### config.mk
export PLATFORM = sky130hd
export DESIGN_NAME = lru_block_buffer_cache
export DESIGN_NICKNAME = d
export VERILOG_FILES = /design/src/design/lbc_pkg.sv /design/src/design/lbc_ram.sv /design/src/design/lbc_search.sv /design/src/design/lru_block_buffer_cache.sv
export VERILOG_INCLUDE_DIRS = /design/src /design/src/design
export SDC_FILE = /design/constraint.sdc
export NUM_CORES = 2
export LEC_CHECK = 0
export BUFFER_PORTS_ARGS = -buffer_cell sky130_fd_sc_hd__buf_4
export CAP_MARGIN = 10
export CORE_MARGIN = 5
export CORE_UTILIZATION = 29
export CTS_BUF_LIST = sky130_fd_sc_hd__clkbuf_8
export CTS_CLUSTER_SIZE = 16
export DETAILED_ROUTE_END_ITERATION = 8
export MAX_ROUTING_LAYER = met4
export PLACE_DENSITY = 0.51
export SLEW_MARGIN = 10
export SYNTH_ARGS = -nofsm -noshare
export SYNTH_HDL_FRONTEND = slang
export SYNTH_HIERARCHICAL = 1
export SYNTH_SLANG_ARGS = --single-unit
export TNS_END_PERCENT = 5
### constraint.sdc
create_clock -name clk_i -period 12.3 [get_ports clk_i]
set_clock_uncertainty 0.2 [all_clocks]
set_input_delay 1.845 -clock clk_i [delete_from_list [all_inputs] [get_ports clk_i]]
set_output_delay 1.845 -clock clk_i [all_outputs]
set_load 0.02 [all_outputs]
### src/design/lru_block_buffer_cache_macros.svh
// ----------------------------------------------------------------------------
// LRU block buffer cache assertion macros
// Concurrent assertion wrappers, empty when SYNTH is defined.
// ----------------------------------------------------------------------------
`ifndef LRU_BLOCK_BUFFER_CACHE_MACROS_SVH
`define LRU_BLOCK_BUFFER_CACHE_MACROS_SVH

`ifndef SYNTH
`define LBC_ASSERT(lbl, clk, rstn, prop) \
  lbl: assert property (@(posedge clk) disable iff (!rstn) prop) \
    else $error("lbc assertion failed");
`define LBC_NEVER(lbl, clk, rstn, cond) \
  lbl: assert property (@(posedge clk) disable iff (!rstn) !(cond)) \
    else $error("lbc forbidden condition");
`else
`define LBC_ASSERT(lbl, clk, rstn, prop)
`define LBC_NEVER(lbl, clk, rstn, cond)
`endif

`endif

### src/design/lbc_pkg.sv
// ----------------------------------------------------------------------------
// LRU block buffer cache package
// Shared widths, codes, state encoding and control struct.
// ----------------------------------------------------------------------------
`default_nettype none

package lbc_pkg;

  localparam int unsigned NumSlotsDflt = 32;
  localparam int unsigned DevW         = 8;
  localparam int unsigned BlkW         = 32;
  localparam int unsigned CntW         = 8;
  localparam int unsigned SlotW        = 5;
  localparam int unsigned InDataW      = 48;
  localparam int unsigned OutDataW     = 16;
  localparam logic [CntW-1:0] CntMax   = 8'd255;

  typedef enum logic [1:0] {
    OP_ACQUIRE = 2'd0,
    OP_RELEASE = 2'd1,
    OP_PIN     = 2'd2,
    OP_UNPIN   = 2'd3
  } op_e;

  typedef enum logic [1:0] {
    STAT_OK       = 2'd0,
    STAT_NO_FREE  = 2'd1,
    STAT_ZERO     = 2'd2,
    STAT_OVERFLOW = 2'd3
  } status_e;

  typedef enum logic [2:0] {
    S_IDLE,
    S_R_ISSUE,
    S_R_EVAL,
    S_A_SCAN,
    S_A_DECIDE,
    S_M_SCAN,
    S_DONE
  } state_e;

  typedef struct packed {
    logic clear;
    logic en;
  } srch_ctrl_t;

endpackage

`default_nettype wire

### src/design/lbc_ram.sv
// ----------------------------------------------------------------------------
// LBC generic RAM
// One write port, one read port, registered read data.
// ----------------------------------------------------------------------------
`default_nettype none

module lbc_ram #(
  parameter int unsigned WIDTH = 8,
  parameter int unsigned DEPTH = 32
) (
  input  wire logic                     clk_i,
  input  wire logic                     we_i,
  input  wire logic [$clog2(DEPTH)-1:0] waddr_i,
  input  wire logic [WIDTH-1:0]         wdata_i,
  input  wire logic                     re_i,
  input  wire logic [$clog2(DEPTH)-1:0] raddr_i,
  output logic      [WIDTH-1:0]         rdata_o
);

  logic [WIDTH-1:0] mem_q [DEPTH];

  always_ff @(posedge clk_i) begin
    if (we_i) begin
      mem_q[waddr_i] <= wdata_i;
    end
    if (re_i) begin
      rdata_o <= mem_q[raddr_i];
    end
  end

endmodule

`default_nettype wire

### src/design/lbc_search.sv
// ----------------------------------------------------------------------------
// LBC search unit
// Walks slot entries one per cycle while enabled: most recent tag match, least recent free.
// ----------------------------------------------------------------------------
`default_nettype none

module lbc_search #(
  parameter int unsigned IDX_W = 5
) (
  input  wire logic                     clk_i,
  input  wire logic                     rst_ni,
  input  wire lbc_pkg::srch_ctrl_t      ctrl_i,
  input  wire logic [IDX_W-1:0]         idx_i,
  input  wire logic                     asg_i,
  input  wire logic [lbc_pkg::DevW-1:0] dev_i,
  input  wire logic [lbc_pkg::BlkW-1:0] blk_i,
  input  wire logic [lbc_pkg::CntW-1:0] cnt_i,
  input  wire logic [IDX_W-1:0]         rank_i,
  input  wire logic [lbc_pkg::DevW-1:0] req_dev_i,
  input  wire logic [lbc_pkg::BlkW-1:0] req_blk_i,
  output logic                          hit_o,
  output logic      [IDX_W-1:0]         hit_idx_o,
  output logic      [lbc_pkg::CntW-1:0] hit_cnt_o,
  output logic      [IDX_W-1:0]         hit_rank_o,
  output logic                          free_o,
  output logic      [IDX_W-1:0]         free_idx_o,
  output logic      [IDX_W-1:0]         free_rank_o
);

  import lbc_pkg::*;

  logic             hit_q, free_q;
  logic [IDX_W-1:0] hit_idx_q, hit_rank_q, free_idx_q, free_rank_q;
  logic [CntW-1:0]  hit_cnt_q;
  logic             match, take_hit, take_free;

  assign match     = asg_i && (dev_i == req_dev_i) && (blk_i == req_blk_i);
  assign take_hit  = ctrl_i.en && match && (!hit_q || (rank_i < hit_rank_q));
  assign take_free = ctrl_i.en && (cnt_i == '0) && (!free_q || (rank_i > free_rank_q));

  always_ff @(posedge clk_i or negedge rst_ni) begin
    if (!rst_ni) begin
      hit_q  <= 1'b0;
      free_q <= 1'b0;
    end else if (ctrl_i.clear) begin
      hit_q  <= 1'b0;
      free_q <= 1'b0;
    end else begin
      if (take_hit) begin
        hit_q <= 1'b1;
      end
      if (take_free) begin
        free_q <= 1'b1;
      end
    end
  end

  always_ff @(posedge clk_i) begin
    if (take_hit) begin
      hit_idx_q  <= idx_i;
      hit_cnt_q  <= cnt_i;
      hit_rank_q <= rank_i;
    end
    if (take_free) begin
      free_idx_q  <= idx_i;
      free_rank_q <= rank_i;
    end
  end

  assign hit_o       = hit_q;
  assign hit_idx_o   = hit_idx_q;
  assign hit_cnt_o   = hit_cnt_q;
  assign hit_rank_o  = hit_rank_q;
  assign free_o      = free_q;
  assign free_idx_o  = free_idx_q;
  assign free_rank_o = free_rank_q;

endmodule

`default_nettype wire

### src/design/lru_block_buffer_cache.sv
// ----------------------------------------------------------------------------
// LRU block buffer cache
// Acquire: from input transfer to result valid, one scan walk then a decide step.
// Release to zero: read, evaluate, rank update walk; others: read, evaluate.
// Both walks read the slot RAM one entry per cycle; one request at a time,
// the next input transfer is taken the cycle after the result register loads.
// Reset clears per-slot written flags at once; unwritten slots read as reset.
// ----------------------------------------------------------------------------
`default_nettype none

`include "lru_block_buffer_cache_macros.svh"

module lru_block_buffer_cache #(
  parameter int unsigned NUM_SLOTS = lbc_pkg::NumSlotsDflt
) (
  input  wire logic                         clk_i,
  input  wire logic                         rst_ni,
  input  wire logic                         s_axis_tvalid,
  output logic                              s_axis_tready,
  // device[7:0], block_number[39:8], slot_index[44:40]
  input  wire logic [lbc_pkg::InDataW-1:0]  s_axis_tdata,
  // operation[1:0]
  input  wire logic [1:0]                   s_axis_tuser,
  output logic                              m_axis_tvalid,
  input  wire logic                         m_axis_tready,
  // result_slot[4:0], hit[5], needs_fill[6], references[14:7]
  output logic      [lbc_pkg::OutDataW-1:0] m_axis_tdata,
  // status[1:0]
  output logic      [1:0]                   m_axis_tuser
);

  import lbc_pkg::*;

  localparam int unsigned IdxW = $clog2(NUM_SLOTS);
  localparam int unsigned EntW = 1 + DevW + BlkW + CntW + IdxW;
  localparam logic [IdxW:0]   SlotsCnt = (IdxW+1)'(NUM_SLOTS);
  localparam logic [IdxW-1:0] LastIdx  = IdxW'(NUM_SLOTS - 1);

  state_e            state_q, state_d;
  op_e               op_q;
  logic [DevW-1:0]   dev_q;
  logic [BlkW-1:0]   blk_q;
  logic [SlotW-1:0]  idx_q;
  logic [IdxW:0]     rd_cnt_q, rd_cnt_d;
  logic              rd_vld_q;
  logic [IdxW-1:0]   rd_idx_q;
  logic [IdxW-1:0]   mru_rank_q, mru_rank_d;
  logic [SlotW-1:0]  res_slot_q, res_slot_d;
  logic              res_hit_q, res_hit_d, res_fill_q, res_fill_d;
  status_e           res_status_q, res_status_d;
  logic [CntW-1:0]   res_refs_q, res_refs_d;
  logic              out_vld_q;
  logic [OutDataW-1:0] out_data_q;
  logic [1:0]        out_user_q;
  logic [NUM_SLOTS-1:0] written_q;

  logic              in_xfer, load_out;
  logic [DevW-1:0]   s_dev;
  logic [BlkW-1:0]   s_blk;
  logic [SlotW-1:0]  s_idx;
  logic [IdxW-1:0]   idx_addr;
  logic              ram_we, ram_re;
  logic [IdxW-1:0]   ram_waddr, ram_raddr;
  logic [EntW-1:0]   ram_wdata, ram_rdata, ent;
  logic              e_asg;
  logic [DevW-1:0]   e_dev;
  logic [BlkW-1:0]   e_blk;
  logic [CntW-1:0]   e_cnt, e_cnt_dec;
  logic [IdxW-1:0]   e_rank;
  logic              scan_last;
  srch_ctrl_t        srch;
  logic              hit_f, free_f;
  logic [IdxW-1:0]   hit_idx, hit_rank, free_idx, free_rank;
  logic [CntW-1:0]   hit_cnt;

  assign s_dev    = s_axis_tdata[7:0];
  assign s_blk    = s_axis_tdata[39:8];
  assign s_idx    = s_axis_tdata[44:40];
  assign in_xfer  = s_axis_tvalid && s_axis_tready;
  assign idx_addr = IdxW'(idx_q);

  // unwritten slots read as their reset contents
  assign ent = written_q[rd_idx_q] ? ram_rdata
             : {1'b0, {DevW{1'b0}}, {BlkW{1'b0}}, {CntW{1'b0}}, LastIdx - rd_idx_q};
  assign e_rank    = ent[IdxW-1:0];
  assign e_cnt     = ent[IdxW +: CntW];
  assign e_blk     = ent[IdxW+CntW +: BlkW];
  assign e_dev     = ent[IdxW+CntW+BlkW +: DevW];
  assign e_asg     = ent[EntW-1];
  assign e_cnt_dec = e_cnt - CntW'(1);
  assign scan_last = rd_vld_q && (rd_idx_q == LastIdx);

  lbc_ram #(
    .WIDTH (EntW),
    .DEPTH (NUM_SLOTS)
  ) u_ram (
    .clk_i   (clk_i),
    .we_i    (ram_we),
    .waddr_i (ram_waddr),
    .wdata_i (ram_wdata),
    .re_i    (ram_re),
    .raddr_i (ram_raddr),
    .rdata_o (ram_rdata)
  );

  lbc_search #(
    .IDX_W (IdxW)
  ) u_search (
    .clk_i       (clk_i),
    .rst_ni      (rst_ni),
    .ctrl_i      (srch),
    .idx_i       (rd_idx_q),
    .asg_i       (e_asg),
    .dev_i       (e_dev),
    .blk_i       (e_blk),
    .cnt_i       (e_cnt),
    .rank_i      (e_rank),
    .req_dev_i   (dev_q),
    .req_blk_i   (blk_q),
    .hit_o       (hit_f),
    .hit_idx_o   (hit_idx),
    .hit_cnt_o   (hit_cnt),
    .hit_rank_o  (hit_rank),
    .free_o      (free_f),
    .free_idx_o  (free_idx),
    .free_rank_o (free_rank)
  );

  always_ff @(posedge clk_i or negedge rst_ni) begin
    if (!rst_ni) begin
      state_q   <= S_IDLE;
      rd_vld_q  <= 1'b0;
      rd_cnt_q  <= '0;
      out_vld_q <= 1'b0;
      written_q <= '0;
    end else begin
      state_q  <= state_d;
      rd_vld_q <= ram_re;
      rd_cnt_q <= rd_cnt_d;
      if (load_out) begin
        out_vld_q <= 1'b1;
      end else if (m_axis_tready) begin
        out_vld_q <= 1'b0;
      end
      if (ram_we) begin
        written_q[ram_waddr] <= 1'b1;
      end
    end
  end

  always_ff @(posedge clk_i) begin
    if (in_xfer) begin
      op_q  <= op_e'(s_axis_tuser);
      dev_q <= s_dev;
      blk_q <= s_blk;
      idx_q <= s_idx;
    end
    rd_idx_q     <= ram_raddr;
    mru_rank_q   <= mru_rank_d;
    res_slot_q   <= res_slot_d;
    res_hit_q    <= res_hit_d;
    res_fill_q   <= res_fill_d;
    res_status_q <= res_status_d;
    res_refs_q   <= res_refs_d;
    if (load_out) begin
      out_data_q <= {1'b0, res_refs_q, res_fill_q, res_hit_q, res_slot_q};
      out_user_q <= res_status_q;
    end
  end

  always_comb begin
    state_d       = state_q;
    s_axis_tready = 1'b0;
    load_out      = 1'b0;
    ram_we        = 1'b0;
    ram_waddr     = rd_idx_q;
    ram_wdata     = ent;
    ram_re        = 1'b0;
    ram_raddr     = rd_cnt_q[IdxW-1:0];
    rd_cnt_d      = rd_cnt_q;
    mru_rank_d    = mru_rank_q;
    srch          = '0;
    res_slot_d    = res_slot_q;
    res_hit_d     = res_hit_q;
    res_fill_d    = res_fill_q;
    res_status_d  = res_status_q;
    res_refs_d    = res_refs_q;

    unique case (state_q)
      S_IDLE: begin
        s_axis_tready = 1'b1;
        if (s_axis_tvalid) begin
          srch.clear   = 1'b1;
          rd_cnt_d     = '0;
          res_slot_d   = s_idx;
          res_hit_d    = 1'b0;
          res_fill_d   = 1'b0;
          res_status_d = STAT_OK;
          res_refs_d   = '0;
          if (op_e'(s_axis_tuser) == OP_ACQUIRE) begin
            state_d = S_A_SCAN;
          end else if (32'(s_idx) >= NUM_SLOTS) begin
            res_status_d = STAT_ZERO;
            state_d      = S_DONE;
          end else begin
            state_d = S_R_ISSUE;
          end
        end
      end

      S_R_ISSUE: begin
        ram_re    = 1'b1;
        ram_raddr = idx_addr;
        state_d   = S_R_EVAL;
      end

      S_R_EVAL: begin
        state_d = S_DONE;
        if (e_cnt == '0) begin
          res_status_d = STAT_ZERO;
        end else if (op_q == OP_PIN) begin
          if (e_cnt == CntMax) begin
            res_status_d = STAT_OVERFLOW;
            res_refs_d   = CntMax;
          end else begin
            ram_we     = 1'b1;
            ram_wdata  = {e_asg, e_dev, e_blk, CntW'(e_cnt + CntW'(1)), e_rank};
            res_refs_d = CntW'(e_cnt + CntW'(1));
          end
        end else begin
          res_refs_d = e_cnt_dec;
          if ((op_q == OP_RELEASE) && (e_cnt_dec == '0)) begin
            mru_rank_d = e_rank;
            rd_cnt_d   = '0;
            state_d    = S_M_SCAN;
          end else begin
            ram_we    = 1'b1;
            ram_wdata = {e_asg, e_dev, e_blk, e_cnt_dec, e_rank};
          end
        end
      end

      S_A_SCAN: begin
        if (rd_cnt_q < SlotsCnt) begin
          ram_re   = 1'b1;
          rd_cnt_d = rd_cnt_q + 1'b1;
        end
        srch.en = rd_vld_q;
        if (scan_last) begin
          state_d = S_A_DECIDE;
        end
      end

      S_A_DECIDE: begin
        state_d = S_DONE;
        if (hit_f) begin
          res_slot_d = SlotW'(hit_idx);
          res_hit_d  = 1'b1;
          if (hit_cnt == CntMax) begin
            res_status_d = STAT_OVERFLOW;
            res_refs_d   = CntMax;
          end else begin
            ram_we     = 1'b1;
            ram_waddr  = hit_idx;
            ram_wdata  = {1'b1, dev_q, blk_q, CntW'(hit_cnt + CntW'(1)), hit_rank};
            res_refs_d = CntW'(hit_cnt + CntW'(1));
          end
        end else if (free_f) begin
          ram_we     = 1'b1;
          ram_waddr  = free_idx;
          ram_wdata  = {1'b1, dev_q, blk_q, CntW'(1), free_rank};
          res_slot_d = SlotW'(free_idx);
          res_fill_d = 1'b1;
          res_refs_d = CntW'(1);
        end else begin
          res_slot_d   = '0;
          res_status_d = STAT_NO_FREE;
        end
      end

      S_M_SCAN: begin
        if (rd_cnt_q < SlotsCnt) begin
          ram_re   = 1'b1;
          rd_cnt_d = rd_cnt_q + 1'b1;
        end
        if (rd_vld_q) begin
          if (rd_idx_q == idx_addr) begin
            ram_we    = 1'b1;
            ram_wdata = {e_asg, e_dev, e_blk, {CntW{1'b0}}, {IdxW{1'b0}}};
          end else if (e_rank < mru_rank_q) begin
            ram_we    = 1'b1;
            ram_wdata = {e_asg, e_dev, e_blk, e_cnt, IdxW'(e_rank + 1'b1)};
          end
        end
        if (scan_last) begin
          state_d = S_DONE;
        end
      end

      S_DONE: begin
        if (!out_vld_q || m_axis_tready) begin
          load_out = 1'b1;
          state_d  = S_IDLE;
        end
      end

      default: state_d = S_IDLE;
    endcase
  end

  assign m_axis_tvalid = out_vld_q;
  assign m_axis_tdata  = out_data_q;
  assign m_axis_tuser  = out_user_q;

  `LBC_NEVER(a_ram_rw_clash, clk_i, rst_ni, ram_we && ram_re && (ram_waddr == ram_raddr))
  `LBC_ASSERT(a_walk_bound, clk_i, rst_ni, rd_cnt_q <= SlotsCnt)
  `LBC_ASSERT(a_out_from_done, clk_i, rst_ni, $rose(m_axis_tvalid) |-> $past(state_q == S_DONE))
  `LBC_ASSERT(a_nofree_zero, clk_i, rst_ni,
              (m_axis_tvalid && (m_axis_tuser == STAT_NO_FREE)) |-> (m_axis_tdata == '0))

endmodule

`default_nettype wire

### Word level (Yosys, flattened, before mapping)

Memories as Yosys holds them, arrays and structs flattened. A register that Yosys moved wholly into a read port is not among the register bits.
Cells that the tools add are included.

| word-level totals | value |
|---|---|
| register bits after elaboration | 164 |
| bits in writable memories | 1728 |
| input bits | 54 |
| output and inout port bits | 20 |
| memories kept | 1 |

| cells by class | value |
|---|---|
| add/subtract/negate cells | 6 |
| magnitude comparators | 7 |
| equal/unequal tests | 30 |
| muxes and demuxes | 89 |
| bitwise logic cells | 3 |
| reductions and logical operators | 35 |

Memory list:

| name | depth | width | rd ports | clocked after memory_dff | write ports | RTL line | text |
|---|---|---|---|---|---|---|---|
| u_ram.mem_q | 32 | 54 | 1 | 1 | 1 | lbc_ram.sv:20 | `logic [WIDTH-1:0] mem_q [DEPTH];` |

Operator list:

| kind | count |
|---|---|
| $mux W54 | 4 |
| $pmux W54 S3 | 1 |
| $mux W13 | 6 |
| $mux W8 | 7 |
| $mux W5 | 9 |
| $eq A32 B32 Y1 | 1 |
| $or A32 B32 Y32 | 1 |
| $mux W1 | 31 |
| $mux W6 | 5 |
| $pmux W8 S3 | 1 |
| $mux W2 | 11 |
| $pmux W3 S7 | 1 |
| $pmux W6 S3 | 1 |
| $add A8 B1 Y8 const B | 2 |
| $eq A8 B8 Y1 const B | 2 |
| $logic_not A8 Y1 | 2 |
| $ne A2 B2 Y1 const B | 8 |
| $reduce_and A4 Y1 | 4 |
| $lt A5 B6 Y1 const B | 2 |
| $mux W3 | 4 |
| $reduce_and A6 Y1 | 2 |
| $logic_and A1 B1 Y1 | 10 |
| $lt A5 B5 Y1 | 2 |
| $pmux W5 S2 | 1 |
| 34 further kinds | 52 |

### Longest topological paths before layout

| logic depth | value |
|---|---|
| depth in word-level cells | 12 |
| gate-level depth with buffers | 21 |
| mapped depth without buffers | 16 |

### By module

Netlist, hierarchy kept.

By module, submodules not included:

| module | times used | cells an instance | area each (µm²) | seq. area each (µm²) |
|---|---|---|---|---|
| lbc_ram | 1 | 3778 | 68821.0 | 53511.3 |
| lru_block_buffer_cache | 1 | 766 | 7747.4 | 3758.6 |
| lbc_search | 1 | 127 | 1620.3 | 890.9 |

### Worst setup path before layout

Ideal clock, no wire load.

| timing path | value |
|---|---|
| path type | reg-to-reg |
| from | register rd_idx_q[2] |
| to | memory u_ram/mem_q[28][0] (netlist name) (enable) |
| data arrival time | 6.665 ns |
| required time | 11.634 ns |
| setup slack | 4.969 ns |
| cell stages (with the launch flop) | 20 |
| buffers on the path | 5 |
| cells stage by stage | dfxtp_1 -> buf_4 -> buf_4 -> nand3_1 -> o221ai_1 -> and4b_4 -> or3_1 -> buf_2 -> a21oi_1 -> ha_1 -> a21o_1 -> a211o_1 -> nor3b_1 -> mux2i_1 -> a31oi_1 -> a211o_2 -> buf_4 -> or3b_2 -> clkbuf_1 -> nor2_1 |

RTL lines:

| item | RTL line | text |
|---|---|---|
| from (decl) | lru_block_buffer_cache.sv:46 | `logic [IdxW-1:0] rd_idx_q;` |
| from (signal assigned) | lru_block_buffer_cache.sv:158 | `rd_idx_q <= ram_raddr;` |
| $bmux W1 S5 | lru_block_buffer_cache.sv:83 | `assign ent = written_q[rd_idx_q] ? ram_rdata` |
| $mux W1 (not written as such) | lru_block_buffer_cache.sv:83 |  |
| $mux W54 * | lru_block_buffer_cache.sv:83 |  |
| via ent[3] | lru_block_buffer_cache.sv:64 | `logic [EntW-1:0] ram_wdata, ram_rdata, ent;` |
| $lt A5 B5 Y1 * | lru_block_buffer_cache.sv:290 | `end else if (e_rank < mru_rank_q) begin` |
| $mux W1 * | lru_block_buffer_cache.sv:290 |  |
| $mux W1 * | lru_block_buffer_cache.sv:287 | `if (rd_idx_q == idx_addr) begin` |
| $mux W1 * | lru_block_buffer_cache.sv:286 | `if (rd_vld_q) begin` |
| $pmux W1 S3 * | lru_block_buffer_cache.sv:189 | `unique case (state_q)` |
| via ram_we | lru_block_buffer_cache.sv:62 | `logic ram_we, ram_re;` |
| $mux W1 * | lbc_ram.sv:23 | `if (we_i) begin` |
| $mux W1 (not written as such) * | lbc_ram.sv:24 | `mem_q[waddr_i] <= wdata_i;` |
| to (decl) | lbc_ram.sv:20 |  |

The timed path passes the listed nets; every way through them passes the cells marked *. The select of a mux whose other input is x is not followed.

### Worst setup path after layout

| timing path | value |
|---|---|
| from | register rd_idx_q[2] |
| to | memory u_ram/mem_q[29][46] (netlist name) (enable) |

RTL lines:

| item | RTL line |
|---|---|
| $bmux W1 S5 | lru_block_buffer_cache.sv:83 |
| $mux W1 (not written as such) | lru_block_buffer_cache.sv:83 |
| $mux W54 * | lru_block_buffer_cache.sv:83 |
| via ent[2] | lru_block_buffer_cache.sv:64 |
| $lt A5 B5 Y1 * | lru_block_buffer_cache.sv:290 |
| $mux W1 * | lru_block_buffer_cache.sv:290 |
| $mux W1 * | lru_block_buffer_cache.sv:287 |
| $mux W1 * | lru_block_buffer_cache.sv:286 |
| $pmux W1 S3 * | lru_block_buffer_cache.sv:189 |
| $mux W1 * | lbc_ram.sv:23 |
| $mux W1 (not written as such) * | lbc_ram.sv:24 |

Marks and branches as above.

==> flow_summary.yaml <==
yosys:
  syn_avg_cell_area_um2: 16.7
  synthDistinctLibCells: 84
  synth_top_area_share: 0.728
  synthesis.nets: 4745
  yosys.area_share.adder: 0.00320
  ys_seq_elements: 1946
  synthesis.area_um2: 78200
  synthMuxAreaShare: 0.118
  synthTopCellsByArea: "edfxtp_1 (73%), mux2i_1 (11%), a22oi_1 (1.7%)"
  yosysTopAreaCell: "edfxtp_1"
  synth_flop_cell: "edfxtp_1"
  synth_compound_gate_area_share: 0.0602
  synth-simple-area-share: 0.0461
  synth-xor-area-share: 0.00594
  synth-edff-count: 1896
  yosysSeqAreaShare: 0.744
  syn_inst: 4671
  synth_top_family_by_area: "multiplexers"
  ys_warn_count: 6
  async_flop_share: 0.0231
timing:
  slew_viol_final: 0
  relSlewSlack: 0.182
  post-route-worst-setup-slack_ns: 3.67
  setup_tns_ns: 0
  hold_viol: 0
  rsz0062_at_grt: "false"
  holdWs_ns: 0.152
  min_period_ns: 8.63
  tightest_slew_ns: 1.23
  setup_violations: 0
  fmax_mhz: 116
  post-route-period-util: 0.702
critical_path:
  startpoint_type: "flip-flop"
  rrSetupSlack_ns: 3.67
  r2r-start: "rd_idx_q[2]"
  r2r_cells: 16
  cp-end-kind: "flip-flop"
  cp.required_ns: 12.69
  r2r-end: "u_ram/mem_q[29][46]"
  cp_max_fo: 36
  critPathKind: "reg2reg"
  arrival_ns: 9.02
finish:
  drive_gt1_frac: 0.134
  final_nets: 4987
  nFillCells: 25874
  utilization: 0.330
  syn2layout_area_growth_pct: 13.3
floorplanning:
  ios: 74
  core_area_um2: 268000
  placement_rows: 190
  fp.dieH_um: 529
  dieWidth_um: 529
  start_util: 0.292
  dieArea_um2: 280000
global_route:
  gr-total-overflow: 0
  grt_use_total: 0.150
  grt_max_degree: 127
  grt_pass1_wl_um: 300000
  antenna_found_initial: 9
  grt_pass1_vias: 42448
place:
  hpwl_um: 110000
  port_buffers: 69
  gp_congestion: 0.776
  dp_slack_ns: 3.62
clock_tree:
  ctsResizeCount: 0
  cts_post_setup_buffers_inserted: 0
  htree_levels: 5
  cts_root_buf: "clkbuf_8"
  clk_pin_slew_ns: 0.06
  clock_latency_ns: 1.06
  cts_tree: "yes"
  cts_buffers: 343
  clkSinkCount: 1946
  clockBufferDepth: 4
  hold_buffers: 0
route:
  avgRoutedWirePerCell_um: 24.0
  vias_per_cell: 4.87
  ant_nets: 0
  drt-total-wl_um: 209000
  via_count: 42427
  drt_pass1_iterations: 5
  drc: 0
  drtIter0Drc: 3315
pwr:
  leakagePower_nw: 30.8
  finalPower_mw: 23.9
  ir_drop_mv: 0.256
  power_density_nw_per_um2: 270
min_path:
  whs_path_depth: 0
  hold_end: "m_axis_tdata[0]"
  min_from: "res_slot_q[0]"
  hold_path.class: "reg2reg"
outcome:
  status: "finished clean"
job:
  max_cap_violations: 0
[flip-flops by register name, indices dropped and copies added (netlist names), 6 cells and up]
name / flops
u_ram/mem_q: 1728
u_ram/rdata_o: 54
blk_q: 32
written_q: 32
m_axis_tdata: 15
dev_q: 8
res_refs_q: 8
u_search/hit_cnt_o: 8
rd_cnt_q: 6
[placed cells by master (no fill, tap or decap), drive strengths merged, types with 7 or more instances in the layout]
cell type / instances
a21o: 8
a21oi: 194
a22o: 109
a22oi: 173
a31o: 25
a31oi: 64
a41o: 9
and2: 50
and3: 9
buf: 165
clkbuf: 352
clkinv: 109
dfrtp: 45
edfxtp: 1896
ha: 20
inv: 151
mux2: 29
mux2i: 880
nand2: 257
nand2b: 12
nand3: 208
nand3b: 8
nand4: 12
nor2: 86
nor2b: 10
nor3: 78
o21ai: 37
o22ai: 7
xnor2: 50
[cell type report]
type	instances	area, µm²	area share
sequential	1946	58200	0.656
multi-input combinational	2422	18600	0.210
clock buffer	352	4840	0.0547
tap	3552	4440	0.0502
timing repair buffer	165	1360	0.0154
clock inverter	231	990	0.0112
inverter	35	134	0.00151
antenna	6	15.0	0.000169
[report_power, final]
group | switching (mW) | total [mW] | internal (mW)
registers | 0.231 | 10.1 | 9.87
clock network | 2.55 | 5.23 | 2.67
logic | 6.00 | 8.60 | 2.60
[worst max-delay path: stages (launching register included)]
cell and delay, ns:
dfxtp_1 0.89, mux4_2 0.36, nand3_1 0.08, and4b_4 0.28, or3_1 0.60, a21oi_1 0.83
ha_1 0.40, a21o_1 0.16, a21o_1 0.17, a211o_1 0.32, nor3b_1 0.22, mux2i_1 0.15
a31oi_1 0.25, a211o_2 0.57, nand3b_1 0.77, nor2_4 1.09, buf_4 0.77
[cells in the mapped netlist (29+ instances only)]
cell      number
inv_1         35
a21oi_1      192
nand3_1      208
buf_2         57
a22oi_1      172
a22o_1       109
nor3_1        77
dfrtp_1       45
buf_6         35
nand2_1      256
o21ai_0       33
clkbuf_1      99
buf_4         47
and2_1        50
xnor2_1       50
mux2i_1      880
a31oi_1       64
edfxtp_1    1896
nor2_1        85
mux2_2        29
[how the worst max path moves through the flow]
stage / endpoint / cells past startpoint / from
after floorplan: u_ram/mem_q[28][0] / 19 / rd_idx_q[2]
after global placement: u_ram/mem_q[2][37] / 16 / rd_idx_q[0]
after detailed placement: u_ram/mem_q[3][35] / 16 / rd_idx_q[2]
after CTS: u_ram/mem_q[2][34] / 16 / rd_idx_q[2]
after global routing: u_ram/mem_q[29][15] / 16 / rd_idx_q[2]
final: u_ram/mem_q[29][46] / 16 / rd_idx_q[2]
[layer usage]
metal,track usage,vias up,routed length (µm)
li1,-,18904,-
met1,0.202,21899,93400
met2,0.235,1243,98500
met3,0.0236,381,12000
met4,0.0449,0,5010
met5,-,-,0
[cells by family (layout without fill, tap and decap cells)]
logic type / after synthesis / after routing
compound gates: 677 / 677
xor+xnor: 53 / 53
fa+ha+maj: 20 / 20
buf+inv: 303 / 783
flops: 1946 / 1946
mux: 912 / 912
other cells: 1 / 7
simple gates: 759 / 759
[metrics by stage]
step                area [µm²]  instances
floorplan                78200       4671
global placement         82700       8117
detailed placement       82700       8117
CTS                      88500       8700
global route             88600       8707
finish                   88600       8709
No activity file was read; power rests on OpenSTA's default activity.
